## src/rtl/bq_pkg.sv

```systemverilog
// Package for the biquad filter: register map, APB widths and the control
// bundle that drives the bit-serial multiplier lanes.
// No dependencies.
package bq_pkg;

  // Coefficients are Q3.F: one sign bit and three integer bits above the fraction
  localparam int COEF_INT_BITS = 4;
  localparam int NUM_COEFS     = 5;
  localparam int COEF_IDX_BITS = $clog2(NUM_COEFS);
  localparam int APB_ADDR_BITS = COEF_IDX_BITS + 2;
  localparam int APB_DATA_BITS = 32;

  typedef enum logic [COEF_IDX_BITS-1:0] {
    IDX_B0 = 3'd0,
    IDX_B1 = 3'd1,
    IDX_B2 = 3'd2,
    IDX_A1 = 3'd3,
    IDX_A2 = 3'd4
  } coef_idx_e;

  // Control shared by all multiplier lanes
  typedef struct packed {
    logic load;  // clear the partial product
    logic step;  // consume one multiplier bit
    logic last;  // current bit is the sign bit
  } mul_ctrl_t;

endpackage

```

## src/rtl/bq_in_if.sv

```systemverilog
// Input request channel of the biquad filter: one signed sample per request.
// No dependencies.
interface bq_in_if #(
  parameter int SAMPLE_BITS = 16
);
  logic                          valid;
  logic                          ready;
  logic signed [SAMPLE_BITS-1:0] sample_in;

  modport source (output valid, output sample_in, input ready);
  modport sink   (input valid, input sample_in, output ready);
endinterface

```

## src/rtl/bq_out_if.sv

```systemverilog
// Output request channel of the biquad filter: filtered sample and clip flag.
// No dependencies.
interface bq_out_if #(
  parameter int SAMPLE_BITS = 16
);
  logic                          valid;
  logic                          ready;
  logic signed [SAMPLE_BITS-1:0] sample_out;
  logic                          clipped;

  modport source (output valid, output sample_out, output clipped, input ready);
  modport sink   (input valid, input sample_out, input clipped, output ready);
endinterface

```

## src/rtl/bq_ser_mul.sv

```systemverilog
// Serial-parallel signed multiplier lane: parallel multiplicand, multiplier fed
// one bit per cycle LSB first while step is set. Depends on bq_pkg.
module bq_ser_mul
  import bq_pkg::*;
#(
  parameter int MCAND_BITS = 18,
  parameter int MPLR_BITS  = 16
) (
  input  logic                                 clk_i,
  input  mul_ctrl_t                            ctrl_i,
  input  logic signed [MCAND_BITS-1:0]         mcand_i,
  input  logic                                 mplr_bit_i,
  output logic signed [MCAND_BITS+MPLR_BITS-1:0] prod_o
);

  localparam int HI_BITS  = MCAND_BITS + 1;
  localparam int SUM_BITS = MCAND_BITS + 2;

  logic signed [HI_BITS-1:0]   hi_q, hi_d;
  logic        [MPLR_BITS-1:0] lo_q, lo_d;
  logic signed [SUM_BITS-1:0]  addend;
  logic signed [SUM_BITS-1:0]  sum;

  // Sign bit of the multiplier carries negative weight: subtract there
  always_comb begin
    addend = '0;
    if (mplr_bit_i) begin
      if (ctrl_i.last) begin
        addend = -SUM_BITS'(mcand_i);
      end else begin
        addend = SUM_BITS'(mcand_i);
      end
    end
    sum  = SUM_BITS'(hi_q) + addend;
    hi_d = sum[SUM_BITS-1:1];
    lo_d = {sum[0], lo_q[MPLR_BITS-1:1]};
  end

  always_ff @(posedge clk_i) begin
    if (ctrl_i.load) begin
      hi_q <= '0;
    end else if (ctrl_i.step) begin
      hi_q <= hi_d;
      lo_q <= lo_d;
    end
  end

  assign prod_o = {hi_q[MCAND_BITS-1:0], lo_q};

endmodule

```

## src/rtl/bq_coef_regs.sv

```systemverilog
// APB register file for the five biquad coefficients.
// Depends on bq_pkg.
module bq_coef_regs
  import bq_pkg::*;
#(
  parameter int COEF_FRAC_BITS = 14
) (
  input  logic                                           clk_i,
  input  logic                                           rst_ni,
  input  logic                                           psel,
  input  logic                                           penable,
  input  logic                                           pwrite,
  input  logic [APB_ADDR_BITS-1:0]                       paddr,
  input  logic [APB_DATA_BITS-1:0]                       pwdata,
  output logic [APB_DATA_BITS-1:0]                       prdata,
  output logic                                           pready,
  output logic signed [COEF_FRAC_BITS+COEF_INT_BITS-1:0] coef_o [NUM_COEFS]
);

  localparam int COEF_BITS = COEF_FRAC_BITS + COEF_INT_BITS;

  // Reset values 1, -2, 1, -0.2, 0.17 at the chosen fraction width
  localparam logic signed [COEF_BITS-1:0] RST_ONE  = COEF_BITS'(longint'(1) << COEF_FRAC_BITS);
  localparam logic signed [COEF_BITS-1:0] RST_B1   =
    COEF_BITS'(-(longint'(2) << COEF_FRAC_BITS));
  localparam logic signed [COEF_BITS-1:0] RST_A1   =
    COEF_BITS'(-$rtoi(0.2 * (2.0 ** COEF_FRAC_BITS) + 0.5));
  localparam logic signed [COEF_BITS-1:0] RST_A2   =
    COEF_BITS'($rtoi(0.17 * (2.0 ** COEF_FRAC_BITS) + 0.5));

  logic signed [COEF_BITS-1:0] coef_q [NUM_COEFS];
  coef_idx_e                   idx;
  logic                        wr_en;

  assign idx    = coef_idx_e'(paddr[APB_ADDR_BITS-1:2]);
  assign wr_en  = psel && penable && pwrite;
  assign pready = 1'b1;

  always_ff @(posedge clk_i or negedge rst_ni) begin
    if (!rst_ni) begin
      coef_q[IDX_B0] <= RST_ONE;
      coef_q[IDX_B1] <= RST_B1;
      coef_q[IDX_B2] <= RST_ONE;
      coef_q[IDX_A1] <= RST_A1;
      coef_q[IDX_A2] <= RST_A2;
    end else if (wr_en) begin
      case (idx)
        IDX_B0:  coef_q[IDX_B0] <= pwdata[COEF_BITS-1:0];
        IDX_B1:  coef_q[IDX_B1] <= pwdata[COEF_BITS-1:0];
        IDX_B2:  coef_q[IDX_B2] <= pwdata[COEF_BITS-1:0];
        IDX_A1:  coef_q[IDX_A1] <= pwdata[COEF_BITS-1:0];
        IDX_A2:  coef_q[IDX_A2] <= pwdata[COEF_BITS-1:0];
        default: ;  // drop writes outside the map
      endcase
    end
  end

  always_comb begin
    case (idx)
      IDX_B0:  prdata = APB_DATA_BITS'(coef_q[IDX_B0]);
      IDX_B1:  prdata = APB_DATA_BITS'(coef_q[IDX_B1]);
      IDX_B2:  prdata = APB_DATA_BITS'(coef_q[IDX_B2]);
      IDX_A1:  prdata = APB_DATA_BITS'(coef_q[IDX_A1]);
      IDX_A2:  prdata = APB_DATA_BITS'(coef_q[IDX_A2]);
      default: prdata = '0;
    endcase
  end

  assign coef_o = coef_q;

endmodule

```

## src/rtl/biquad_transposed_df2.sv

```systemverilog
// Biquad IIR filter, transposed direct form II, bit-serial multipliers.
// Result path: a result becomes valid after the x pass, S_SUM and S_SAT, where it waits for a free output register.
// A new sample is taken only in S_IDLE, after both passes of the multiplier bit, over the
// sample and over the fed-back output, and the update of the partial sums.
// Reset: asynchronous, active low; partial sums clear, coefficients load 1,-2,1,-0.2,0.17.
module biquad_transposed_df2
  import bq_pkg::*;
#(
  parameter int SAMPLE_BITS    = 16,
  parameter int COEF_FRAC_BITS = 14
) (
  input  logic                     clk_i,
  input  logic                     rst_ni,
  bq_in_if.sink                    samp_in_i,
  bq_out_if.source                 samp_out_o,
  input  logic                     psel,
  input  logic                     penable,
  input  logic                     pwrite,
  input  logic [APB_ADDR_BITS-1:0] paddr,
  input  logic [APB_DATA_BITS-1:0] pwdata,
  output logic [APB_DATA_BITS-1:0] prdata,
  output logic                     pready
);

  localparam int COEF_BITS = COEF_FRAC_BITS + COEF_INT_BITS;
  localparam int PROD_BITS = SAMPLE_BITS + COEF_BITS;
  // Two guard bits above a full product keep the partial sums from wrapping
  localparam int ACC_BITS  = PROD_BITS + 2;
  localparam int YW_BITS   = ACC_BITS - COEF_FRAC_BITS;
  localparam int CNT_BITS  = $clog2(SAMPLE_BITS);

  localparam logic [CNT_BITS-1:0]       CNT_LAST = CNT_BITS'(SAMPLE_BITS - 1);
  localparam logic signed [ACC_BITS-1:0] HALF    = ACC_BITS'(1) << (COEF_FRAC_BITS - 1);
  localparam logic signed [YW_BITS-1:0]  Y_MAX   =
    YW_BITS'((longint'(1) << (SAMPLE_BITS - 1)) - 1);
  localparam logic signed [YW_BITS-1:0]  Y_MIN   = ~Y_MAX;

  // Sequencer: multiply x by b0/b1/b2, form y, multiply y by a1/a2, update sums
  typedef enum logic [2:0] {
    S_IDLE,
    S_MULX,
    S_SUM,
    S_SAT,
    S_MULY,
    S_UPD
  } state_e;

  state_e state_q;
  logic [CNT_BITS-1:0] cnt_q;
  logic                out_valid_q;
  logic signed [ACC_BITS-1:0] s1_q, s2_q;

  // Payload registers
  logic        [SAMPLE_BITS-1:0] mplr_q;
  logic signed [ACC_BITS-1:0]    acc_q, t1_q, t2_q;
  logic signed [SAMPLE_BITS-1:0] out_sample_q;
  logic                          out_clip_q;

  logic signed [COEF_BITS-1:0] coef [NUM_COEFS];
  logic signed [COEF_BITS-1:0] mcand0, mcand1;
  logic signed [PROD_BITS-1:0] prod0, prod1, prod2;
  mul_ctrl_t                   mul_ctrl;

  logic                          in_acc;
  logic                          out_acc;
  logic                          out_free;
  logic                          sat_go;
  logic                          last_bit;
  logic signed [ACC_BITS-1:0]    rnd;
  logic signed [YW_BITS-1:0]     y_full;
  logic signed [SAMPLE_BITS-1:0] y_sat;
  logic                          y_clip;

  // ---------------------------------------------------------------------------
  // Coefficient registers
  // ---------------------------------------------------------------------------
  bq_coef_regs #(
    .COEF_FRAC_BITS(COEF_FRAC_BITS)
  ) u_coef_regs (
    .clk_i  (clk_i),
    .rst_ni (rst_ni),
    .psel   (psel),
    .penable(penable),
    .pwrite (pwrite),
    .paddr  (paddr),
    .pwdata (pwdata),
    .prdata (prdata),
    .pready (pready),
    .coef_o (coef)
  );

  // ---------------------------------------------------------------------------
  // Handshakes
  // ---------------------------------------------------------------------------
  assign samp_in_i.ready = (state_q == S_IDLE);
  assign in_acc          = samp_in_i.valid && samp_in_i.ready;
  assign out_acc         = samp_out_o.valid && samp_out_o.ready;
  // The output register frees up in the same cycle its request is taken
  assign out_free        = !out_valid_q || samp_out_o.ready;
  assign sat_go          = (state_q == S_SAT) && out_free;
  assign last_bit        = (cnt_q == CNT_LAST);

  assign samp_out_o.valid      = out_valid_q;
  assign samp_out_o.sample_out = out_sample_q;
  assign samp_out_o.clipped    = out_clip_q;

  // ---------------------------------------------------------------------------
  // Multiplier lanes. All three share the serial multiplier bit, LSB first.
  // Lanes 0 and 1 take b0/b1 in the x pass and a1/a2 in the y pass; lane 2
  // takes b2 and its product is used only from the x pass.
  // ---------------------------------------------------------------------------
  always_comb begin
    mul_ctrl.load = in_acc || sat_go;
    mul_ctrl.step = (state_q == S_MULX) || (state_q == S_MULY);
    mul_ctrl.last = last_bit;
  end

  assign mcand0 = (state_q == S_MULY) ? coef[IDX_A1] : coef[IDX_B0];
  assign mcand1 = (state_q == S_MULY) ? coef[IDX_A2] : coef[IDX_B1];

  bq_ser_mul #(
    .MCAND_BITS(COEF_BITS),
    .MPLR_BITS (SAMPLE_BITS)
  ) u_mul0 (
    .clk_i     (clk_i),
    .ctrl_i    (mul_ctrl),
    .mcand_i   (mcand0),
    .mplr_bit_i(mplr_q[0]),
    .prod_o    (prod0)
  );

  bq_ser_mul #(
    .MCAND_BITS(COEF_BITS),
    .MPLR_BITS (SAMPLE_BITS)
  ) u_mul1 (
    .clk_i     (clk_i),
    .ctrl_i    (mul_ctrl),
    .mcand_i   (mcand1),
    .mplr_bit_i(mplr_q[0]),
    .prod_o    (prod1)
  );

  bq_ser_mul #(
    .MCAND_BITS(COEF_BITS),
    .MPLR_BITS (SAMPLE_BITS)
  ) u_mul2 (
    .clk_i     (clk_i),
    .ctrl_i    (mul_ctrl),
    .mcand_i   (coef[IDX_B2]),
    .mplr_bit_i(mplr_q[0]),
    .prod_o    (prod2)
  );

  // ---------------------------------------------------------------------------
  // Rounding and saturation: add half an LSB, floor-shift, clamp to range
  // ---------------------------------------------------------------------------
  always_comb begin
    rnd    = acc_q + HALF;
    y_full = rnd[ACC_BITS-1:COEF_FRAC_BITS];
    y_sat  = y_full[SAMPLE_BITS-1:0];
    y_clip = 1'b0;
    if (y_full > Y_MAX) begin
      y_sat  = Y_MAX[SAMPLE_BITS-1:0];
      y_clip = 1'b1;
    end else if (y_full < Y_MIN) begin
      y_sat  = Y_MIN[SAMPLE_BITS-1:0];
      y_clip = 1'b1;
    end
  end

  // ---------------------------------------------------------------------------
  // Sequencer, partial sums and output valid
  // ---------------------------------------------------------------------------
  always_ff @(posedge clk_i or negedge rst_ni) begin
    if (!rst_ni) begin
      state_q     <= S_IDLE;
      cnt_q       <= '0;
      out_valid_q <= 1'b0;
      s1_q        <= '0;
      s2_q        <= '0;
    end else begin
      // Drop valid once taken, unless a new result moves in at the same edge
      if (out_acc && !sat_go) begin
        out_valid_q <= 1'b0;
      end
      case (state_q)
        S_IDLE: begin
          if (in_acc) begin
            cnt_q   <= '0;
            state_q <= S_MULX;
          end
        end
        S_MULX: begin
          cnt_q <= cnt_q + 1'b1;
          if (last_bit) begin
            state_q <= S_SUM;
          end
        end
        S_SUM: begin
          state_q <= S_SAT;
        end
        S_SAT: begin
          // Hold here until the previous result has left the output register
          if (sat_go) begin
            out_valid_q <= 1'b1;
            cnt_q       <= '0;
            state_q     <= S_MULY;
          end
        end
        S_MULY: begin
          cnt_q <= cnt_q + 1'b1;
          if (last_bit) begin
            state_q <= S_UPD;
          end
        end
        S_UPD: begin
          s1_q    <= t1_q - ACC_BITS'(prod0);
          s2_q    <= t2_q - ACC_BITS'(prod1);
          state_q <= S_IDLE;
        end
        default: begin
          state_q <= S_IDLE;
        end
      endcase
    end
  end

  // ---------------------------------------------------------------------------
  // Datapath registers
  // ---------------------------------------------------------------------------
  always_ff @(posedge clk_i) begin
    if (in_acc) begin
      mplr_q <= samp_in_i.sample_in;
    end else if (sat_go) begin
      mplr_q <= y_sat;
    end else if (mul_ctrl.step) begin
      mplr_q <= mplr_q >> 1;
    end

    if (state_q == S_SUM) begin
      acc_q <= ACC_BITS'(prod0) + s1_q;
      t1_q  <= ACC_BITS'(prod1) + s2_q;
      t2_q  <= ACC_BITS'(prod2);
    end

    if (sat_go) begin
      out_sample_q <= y_sat;
      out_clip_q   <= y_clip;
    end
  end

  // ---------------------------------------------------------------------------
  // Assertions
  // ---------------------------------------------------------------------------
  a_accept_starts_x_pass : assert property (
    @(posedge clk_i) disable iff (!rst_ni)
    in_acc |=> (state_q == S_MULX) && (cnt_q == '0)
  ) else $error("accepted request did not start the x pass");

  a_result_after_sat : assert property (
    @(posedge clk_i) disable iff (!rst_ni)
    $rose(out_valid_q) |-> $past(state_q == S_SAT)
  ) else $error("result raised outside the saturation step");

  a_clip_at_rail : assert property (
    @(posedge clk_i) disable iff (!rst_ni)
    (out_valid_q && out_clip_q) |->
      (out_sample_q == Y_MAX[SAMPLE_BITS-1:0]) || (out_sample_q == Y_MIN[SAMPLE_BITS-1:0])
  ) else $error("clip flag set on a sample that is not at a rail");

  a_pass_ends_on_last_bit : assert property (
    @(posedge clk_i) disable iff (!rst_ni)
    ((state_q == S_MULX) || (state_q == S_MULY)) && last_bit |=>
      (state_q == S_SUM) || (state_q == S_UPD)
  ) else $error("multiplier pass did not end after the sign bit");

endmodule
```

## src/flat_wrapper.sv

```systemverilog
// flat-port wrapper written by rule: the top's interface ports become plain ports
module biquad_transposed_df2_flat import bq_pkg::*;
#(
  parameter int SAMPLE_BITS    = 16,
  parameter int COEF_FRAC_BITS = 14
)
  (clk_i, rst_ni, psel, penable, pwrite, paddr, pwdata, prdata, pready, samp_in_i_valid, samp_in_i_sample_in, samp_in_i_ready, samp_out_o_valid, samp_out_o_sample_out, samp_out_o_clipped, samp_out_o_ready);
  bq_in_if #(.SAMPLE_BITS(SAMPLE_BITS)) samp_in_i_i ();
  bq_out_if #(.SAMPLE_BITS(SAMPLE_BITS)) samp_out_o_i ();
  input  logic clk_i;
  input  logic rst_ni;
  input  logic psel;
  input  logic penable;
  input  logic pwrite;
  input  logic [APB_ADDR_BITS-1:0] paddr;
  input  logic [APB_DATA_BITS-1:0] pwdata;
  output logic [APB_DATA_BITS-1:0] prdata;
  output logic pready;
  input wire logic [$bits(samp_in_i_i.valid)-1:0] samp_in_i_valid;
  input wire logic [$bits(samp_in_i_i.sample_in)-1:0] samp_in_i_sample_in;
  output wire logic [$bits(samp_in_i_i.ready)-1:0] samp_in_i_ready;
  output wire logic [$bits(samp_out_o_i.valid)-1:0] samp_out_o_valid;
  output wire logic [$bits(samp_out_o_i.sample_out)-1:0] samp_out_o_sample_out;
  output wire logic [$bits(samp_out_o_i.clipped)-1:0] samp_out_o_clipped;
  input wire logic [$bits(samp_out_o_i.ready)-1:0] samp_out_o_ready;
  assign samp_in_i_i.valid = samp_in_i_valid;
  assign samp_in_i_i.sample_in = samp_in_i_sample_in;
  assign samp_in_i_ready = samp_in_i_i.ready;
  assign samp_out_o_valid = samp_out_o_i.valid;
  assign samp_out_o_sample_out = samp_out_o_i.sample_out;
  assign samp_out_o_clipped = samp_out_o_i.clipped;
  assign samp_out_o_i.ready = samp_out_o_ready;
  biquad_transposed_df2 #(.SAMPLE_BITS(SAMPLE_BITS), .COEF_FRAC_BITS(COEF_FRAC_BITS)) u_core (.clk_i(clk_i), .rst_ni(rst_ni), .samp_in_i(samp_in_i_i), .samp_out_o(samp_out_o_i), .psel(psel), .penable(penable), .pwrite(pwrite), .paddr(paddr), .pwdata(pwdata), .prdata(prdata), .pready(pready));
endmodule
```

## config.mk

```make
export PLATFORM = sky130hd
export DESIGN_NAME = biquad_transposed_df2_flat
export DESIGN_NICKNAME = d
export VERILOG_FILES = /design/src/rtl/bq_pkg.sv /design/src/rtl/bq_in_if.sv /design/src/rtl/bq_out_if.sv /design/src/rtl/bq_ser_mul.sv /design/src/rtl/bq_coef_regs.sv /design/src/rtl/biquad_transposed_df2.sv /design/src/flat_wrapper.sv
export SDC_FILE = /design/constraint.sdc
export NUM_CORES = 1
export LEC_CHECK = 0
export ABC_AREA = 1
export BUFFER_PORTS_ARGS = -buffer_cell sky130_fd_sc_hd__buf_2
export CAP_MARGIN = 25
export CORE_MARGIN = 2
export CORE_UTILIZATION = 50
export DETAILED_ROUTE_END_ITERATION = 7
export PLACE_DENSITY = 0.69
export SLEW_MARGIN = 20
export SYNTH_ARGS = -nofsm -noshare
export SYNTH_HDL_FRONTEND = slang
export SYNTH_SLANG_ARGS = --single-unit
```

## constraint.sdc

```tcl
create_clock -name clk_i -period 4.89 [get_ports clk_i]
set_clock_uncertainty 0.1 [all_clocks]
set_input_delay 0.7335 -clock clk_i [delete_from_list [all_inputs] [get_ports clk_i]]
set_output_delay 0.7335 -clock clk_i [all_outputs]
set_load 0.1 [all_outputs]
```

==> results of run 1 <==
## cell families after synthesis
family / Yosys count
xor+xnor: 123
fa+ha+maj: 206
flops: 400
simple gates: 1545
other cells: 1
compound gates: 910
buf+inv: 538
## cells in the mapped netlist (23+ instances only)
library cell,number,share of area [%]
xnor2_1,46,1.4
inv_1,434,5.8
o21bai_1,31,0.83
a21oi_1,299,5.3
xor2_1,77,2.4
nor2_1,299,4.0
nand3_1,168,3.0
dfxtp_1,57,4.1
clkbuf_1,62,0.83
edfxtp_1,174,19
a21o_1,32,0.86
dfrtp_1,146,13
o211ai_1,26,0.70
nand4_1,41,0.91
o21ai_0,356,6.3
nor3_1,61,1.1
dfstp_2,23,2.2
nand2_1,905,12
ha_1,200,8.9
a31oi_1,35,0.78
## how the worst max path moves through the flow
stage,endpoint,slack (ns)
2_1_floorplan,prdata[18],0.03
3_3_place_gp,u_core.u_mul0.hi_q[14],0.76
3_5_place_dp,u_core.u_mul1.hi_q[17],0.71
4_1_cts,u_core.u_mul1.hi_q[17],0.70
5_1_grt,u_core.u_mul1.hi_q[17],0.1
6_report,u_core.u_mul1.hi_q[17],0.61
## power by group
part | leakage, nW | switching, mW | internal, mW
Sequential | 4.19 | 0.951 | 5.19
Clock | 0.798 | 1.48 | 2.19
Combinational | 9.41 | 7.85 | 3.80
## layout make-up
cell class | count | share of cell area, %
Inverter | 444 | 5.39
Tap cell | 748 | 3.03
Clock inverter | 27 | 0.967
Timing Repair Buffer | 121 | 2.39
Sequential cell | 400 | 34.3
Clock buffer | 61 | 4.28
Multi-Input combinational cell | 2785 | 49.6
## worst max-delay path: stages, from the launching register on
cell and delay, ns:
dfrtp_1 0.43, nor2_4 0.15, nand2_4 0.27, buf_4 0.31
o21ai_2 0.28, nand2_1 0.09, nor2_1 0.14, nand3_1 0.19
nor2_1 0.17, nand4_1 0.10, nand2_1 0.11, a21oi_1 0.09
ha_1 0.40, nand2_1 0.10, nor4_1 0.55, nand4_1 0.20
nand3_1 0.15, a21oi_1 0.06, o21ai_0 0.11, o21ai_0 0.11
## per-stage QoR
stage / worst slack, ns / total power, mW / util (%)
floorplan: 0.0274 / 14.5 / -
global placement: 0.762 / 17.6 / 52.9
detailed placement: 0.713 / 17.7 / 53.0
CTS: 0.700 / 21.4 / 55.9
global route: 0.0981 / 23.2 / 55.9
finish: 0.606 / 21.5 / 55.9
## registers in the layout, indices dropped and copies added, names as in the netlist, 16 cells and up
| register | count |
|---|---|
| u_core.u_mul0.hi_q | 19 |
| u_core.u_mul1.lo_q | 16 |
| u_core.s2_q | 35 |
| u_core.acc_q | 23 |
| u_core.u_mul2.hi_q | 19 |
| u_core.mplr_q | 16 |
| u_core.s1_q | 36 |
| u_core.u_coef_regs.coef_o | 90 |
| u_core.u_mul2.lo_q | 16 |
| u_core.t1_q | 36 |
| u_core.samp_out_o.sample_out | 16 |
| u_core.t2_q | 34 |
| u_core.u_mul1.hi_q | 19 |
| u_core.u_mul0.lo_q | 16 |
## per-layer routing
layer | global-route usage [%] | up-vias
met5 | 0 | -
met4 | 8.85 | 0
met3 | 3.20 | 139
met2 | 44.3 | 743
met1 | 38.4 | 11800
li1 | - | 12800
==> qor.yml, run 1 <==
die_area_um2: 58000
reg2reg_slack_ns: 0.61
synth_mux_area_share_pct: 0
ir_drop_uv: 378
stdcell_count: 4586
drive_above_1_share_pct: 7.43
path_clk_slew_ns: 0.06
synth.distinct_cells: 57
portBuffers: 94
cp-start-kind: "register"
row_count: 86
endpoint_kind: "register"
wl_per_cell_um: 17.4
slew_viol_final: 0
drc: 0
area_growth_syn_to_layout_pct: 10.2
cts_buffer_depth: 3
drt_iter0_drc: 2149
gp_congestion: 0.951
power.density_nw_per_um2: 694
grt_max_degree: 113
antenna_found_initial: 0
slew_headroom_pct: 32.8
synth_top_family_by_area: "simple AND/OR/NAND/NOR gates"
coreArea_um2: 55300
synth-simple-area-share_pct: 22.9
fin_area_um2: 30900
met3_length_mm: 4.73
syn_area_um2: 28100
tightestPinTransition_ns: 1.01
synth_seq_cells: 400
finalHoldViolations: 0
post_cts_buffers: 0
required_ns: 5.25
finalWirelength_mm: 80.0
hold_class: "primary input to async pin"
cts_root_buffer: "clkbuf_16"
synth_xor_area_share_pct: 3.84
dr.max_layer_used: "met4"
yosys_warnings: 0
start_util_pct: 50.7
setup_tns_ns: 0
place_inst: 4497
vias: 25500
syn-num-nets: 3989
startpoint: "u_core.state_q[1]"
wl_met1_mm: 36.4
grt_usage_pct: 27.4
crit_fanout: 38
placed_area_um2: 29300
place_hpwl_mm: 62.2
maxCapViolCount: 0
multi_input_area_um2: 15300
ioPinCount: 112
viasPerCell: 5.56
hold_buffers: 0
num_antenna_cells: 0
fp.dieH_um: 241
antenna_left: 0
reg2reg_depth: 19
nNetsFinal: 4065
postSynthAreaPerCell_um2: 7.54
num-fill-cells: 5275
crit_arrival_ns: 4.65
layout_common_cells: "903 x nand2_1, 434 x inv_1, 356 x o21ai_0"
fp.dieW_um: 241
cts_tree: "built"
seq_area_frac_synth_pct: 37.9
grt_pass1_wl_mm: 126
htreeDepth: 2
fmax_mhz: 233
r2r-start: "u_core.state_q[1]"
cts_buffers: 47
syn_inst: 3723
drt-pass1-iter-count: 6
cts_resized: 0
outcome: "finished, final reports clean"
finalCritPeriodShare_pct: 87.6
grt-ovfl-total: 0
synthArstFlopShare_pct: 42.3
clock_sinks: 400
whs_ns: 0.00757
rsz0062_at_grt: "no"
met2RoutedLength_mm: 36.4
synth-adder-area-share_pct: 9.35
grt_pass1_vias: 23600
synth_top_flop_cell: "edfxtp_1"
insertion_delay_ns: 0.61
power.leakage_nw: 14.4
regArea_um2: 10600
synth_edf_count: 174
finalSetupViolations: 0
final_common_cell: "nand2_1"
synth_compound_area_share_pct: 18.5
timing.rr.end: "u_core.u_mul1.hi_q[17]"
path_class: "register to register"
min_period_ns: 4.28
(Power assumes the default switching activity.)
==> run 2: changes to the inputs <==
--- a/config.mk
+++ b/config.mk
@@ -5,7 +5,6 @@
 export SDC_FILE = /design/constraint.sdc
 export NUM_CORES = 1
 export LEC_CHECK = 0
-export ABC_AREA = 1
 export BUFFER_PORTS_ARGS = -buffer_cell sky130_fd_sc_hd__buf_2
 export CAP_MARGIN = 25
 export CORE_MARGIN = 2
==> qor.yml, run 2 <==
cp-start-kind: "register"  # unchanged
cts_buffer_depth: 3  # unchanged
synth_top_cell_by_area: "edfxtp_1"  # unchanged
netlist_top_cells_count: "218 x o21ai_0, 200 x ha_1, 192 x nand2_1"  # was 905 x nand2_1, 434 x inv_1, 356 x o21ai_0
crit_fanout: 18  # was 38
num_antenna_cells: 0  # unchanged
path_clk_slew_ns: 0.06  # about the same
insertion_delay_ns: 0.59  # was 0.61 ns
synth_most_common_cell: "o21ai_0"  # was nand2_1
coreArea_um2: 51300  # was 55300 um^2
critPathTopFamily: "compound AO/OA/AOI/OAI gates"  # was simple AND/OR/NAND/NOR gates
syn-num-nets: 2919  # was 3989
finalHoldViolations: 0  # unchanged
endpoint_kind: "register"  # unchanged
finalWirelength_mm: 63.9  # was 80.0 mm
finalCritPeriodShare_pct: 95.5  # was 87.6%
finalSetupViolations: 0  # unchanged
gp_congestion: 0.965  # was 0.951
path_class: "register to register"  # unchanged
slowest_delay_ns: 0.44  # was 0.55 ns
place_inst: 3353  # was 4497
synth_compound_area_share_pct: 19.0  # was 18.5%
seq_area_frac_synth_pct: 40.9  # was 37.9%
layout_common_cells: "217 x o21ai_0, 199 x ha_1, 191 x nand2_1"  # was 903 x nand2_1, 434 x inv_1, 356 x o21ai_0
htreeDepth: 2  # unchanged
min_period_ns: 4.67  # was 4.28 ns
synth_top_area_share_pct: 20.1  # was 18.6%
ir_drop_uv: 284  # was 378 uV
rsz0062_at_grt: "no"  # unchanged
stdcell_count: 3436  # was 4586
synth_mux_area_share_pct: 6.26  # was 0%
die_area_um2: 53800  # was 58000 um^2
wl_per_cell_um: 18.6  # was 17.4 um
ioPinCount: 112  # unchanged
row_count: 83  # was 86
setup_tns_ns: 0  # unchanged
largest_register_ff_count: 90  # unchanged
maxCapViolCount: 0  # unchanged
cts_resized: 0  # unchanged
tightestPinTransition_ns: 0.858  # was 1.01 ns
synth-adder-area-share_pct: 10.1  # was 9.35%
path_buf_inv: 2  # was 1
whs_ns: 0.106  # was 0.00757 ns
yosys_warnings: 0  # unchanged
crit_arrival_ns: 5.04  # was 4.65 ns
required_ns: 5.26  # was 5.25 ns
synthArstFlopShare_pct: 42.3  # unchanged
nNetsFinal: 2986  # was 4065
postSynthAreaPerCell_um2: 9.79  # was 7.54 um^2
synth.distinct_cells: 84  # was 57
synth_seq_cells: 400  # unchanged
grt_pass1_vias: 20200  # was 23.6k
synth_edf_count: 174  # unchanged
slew_headroom_pct: 42.8  # was 32.8%
power.leakage_nw: 12.6  # was 14.4 nW
cts_buffers: 45  # was 47
grt_pass1_wl_mm: 104  # was 126 mm
power.density_nw_per_um2: 654  # was 694 nW/um^2
path_cells: "buf_4 > nor3b_2 > buf_4 > mux2i_1 > a31oi_1 > xnor2_1 > and2_1 > ha_1 > and2_1 > a221o_1 > a31o_2 > o31ai_4 > a221oi_2 > a31o_2 > a211o_1 > a32o_1"  # was nor2_4 > nand2_4 > buf_4 > o21ai_2 > nand2_1 > nor2_1 > nand3_1 > nor2_1 > nand4_1 > nand2_1 > a21oi_1 > ha_1 > nand2_1 > nor4_1 > nand4_1 > nand3_1 > a21oi_1 > o21ai_0 > o21ai_0
syn_area_um2: 26000  # was 28100 um^2
grt-ovfl-total: 0  # unchanged
antenna_left: 0  # unchanged
critPathSlowestCell: "nor3b_2"  # was nor4_1
synth_top_family_by_area: "compound AO/OA/AOI/OAI gates"  # was simple AND/OR/NAND/NOR gates
viasPerCell: 5.97  # was 5.56
drc: 0  # unchanged
fp.dieH_um: 232  # was 241 um
fin_util_pct: 56.0  # was 55.9%
portBuffers: 94  # unchanged
vias: 20500  # was 25.5k
synth_area_leaders: "edfxtp_1 20%, dfrtp_1 14%, ha_1 9.6%"  # was edfxtp_1 19%, dfrtp_1 13%, nand2_1 12%
antenna_found_initial: 0  # unchanged
post_cts_buffers: 0  # unchanged
cts_tree: "built"  # unchanged
power_mw: 18.8  # was 21.5 mW
fmax_mhz: 214  # was 233 MHz
synth_top_flop_cell: "edfxtp_1"  # unchanged
grt_usage_pct: 23.7  # was 27.4%
place_hpwl_mm: 48.0  # was 62.2 mm
drive_above_1_share_pct: 13.7  # was 7.43%
grt_max_degree: 96  # was 113
fp.dieW_um: 232  # was 241 um
synth-simple-area-share_pct: 13.3  # was 22.9%
drt_iter0_drc: 1411  # was 2149
hold_class: "primary input to async pin"  # unchanged
drt-pass1-iter-count: 6  # unchanged
area_growth_syn_to_layout_pct: 10.6  # was 10.2%
cts_root_buffer: "clkbuf_16"  # unchanged
clock_sinks: 400  # unchanged
start_util_pct: 50.6  # was 50.7%
hold_buffers: 0  # unchanged
slew_viol_final: 0  # unchanged
syn_inst: 2653  # was 3723
outcome: "finished, final reports clean"  # unchanged
final_common_cell: "o21ai_0"  # was nand2_1
synth_xor_area_share_pct: 6.84  # was 3.84%
## run 2: changes by cell type after synthesis, sizes merged, moves of 95 or more
cell,before,now
inv,440,122
nand2,911,193
mux2,0,105
a21oi,300,147
o21ai,383,234
nor2,306,126
nand3,169,74
## run 2: final timing paths
check,startpoint,endpoint,slack (ns),cells past startpoint
worst max-delay path,u_core.state_q[0],u_core.u_mul1.hi_q[16],0.22,16
worst min-delay path,rst_ni,u_core.s2_q[2],0.11,1
worst max register to register,u_core.state_q[0],u_core.u_mul1.hi_q[16],0.22,16
worst min register to register,u_core.u_mul2.lo_q[0],u_core.t2_q[0],0.30,0
max in group asynchronous,rst_ni,u_core.u_coef_regs.coef_o[18],3.57,2
min in group clk_i,u_core.u_mul2.lo_q[0],u_core.t2_q[0],0.30,0
## run 2: power by group
part	internal, mW	switching [mW]	leakage [nW]
clock	2.00	1.37	0.734
sequential	5.00	1.00	4.26
combinational	3.89	5.53	7.63
## run 2: cell type report
class / instances / area [um^2]
Sequential cell: 400 / 10600
Tap cell: 680 / 851
Fill cell: 4469 / 22600
Inverter: 122 / 458
Clock inverter: 10 / 90.1
Clock buffer: 73 / 1390
Timing Repair Buffer: 132 / 807
Multi-Input combinational cell: 2019 / 14500
## run 2: kinds of logic (layout without fill, tap and decap cells)
kind of cell | after synthesis | count (layout)
flip-flops | 400 | 400
adder cells (fa/ha/maj) | 206 | 206
other | 1 | 1
multiplexers | 148 | 148
XOR/XNOR | 203 | 203
buffers and inverters | 234 | 337
AND/OR/NAND/NOR | 695 | 695
AO/OA/AOI/OAI | 766 | 766
## run 2: through the flow
step	setup slack, ns	cell area [um^2]
6_report	0.221	28700
5_1_grt	0.0480	28700
4_1_cts	0.0635	28700
3_5_place_dp	0.0888	27200
3_3_place_gp	0.200	27200
2_1_floorplan	0.000420	26000
## run 2: metal layers
metal,vias up,part of all wire (%),global-route usage (%)
met4,0,2.6,7.25
li1,9931,-,-
met5,-,0,0
met1,9886,44,31.3
met3,116,5.4,3.39
met2,580,48,40.4
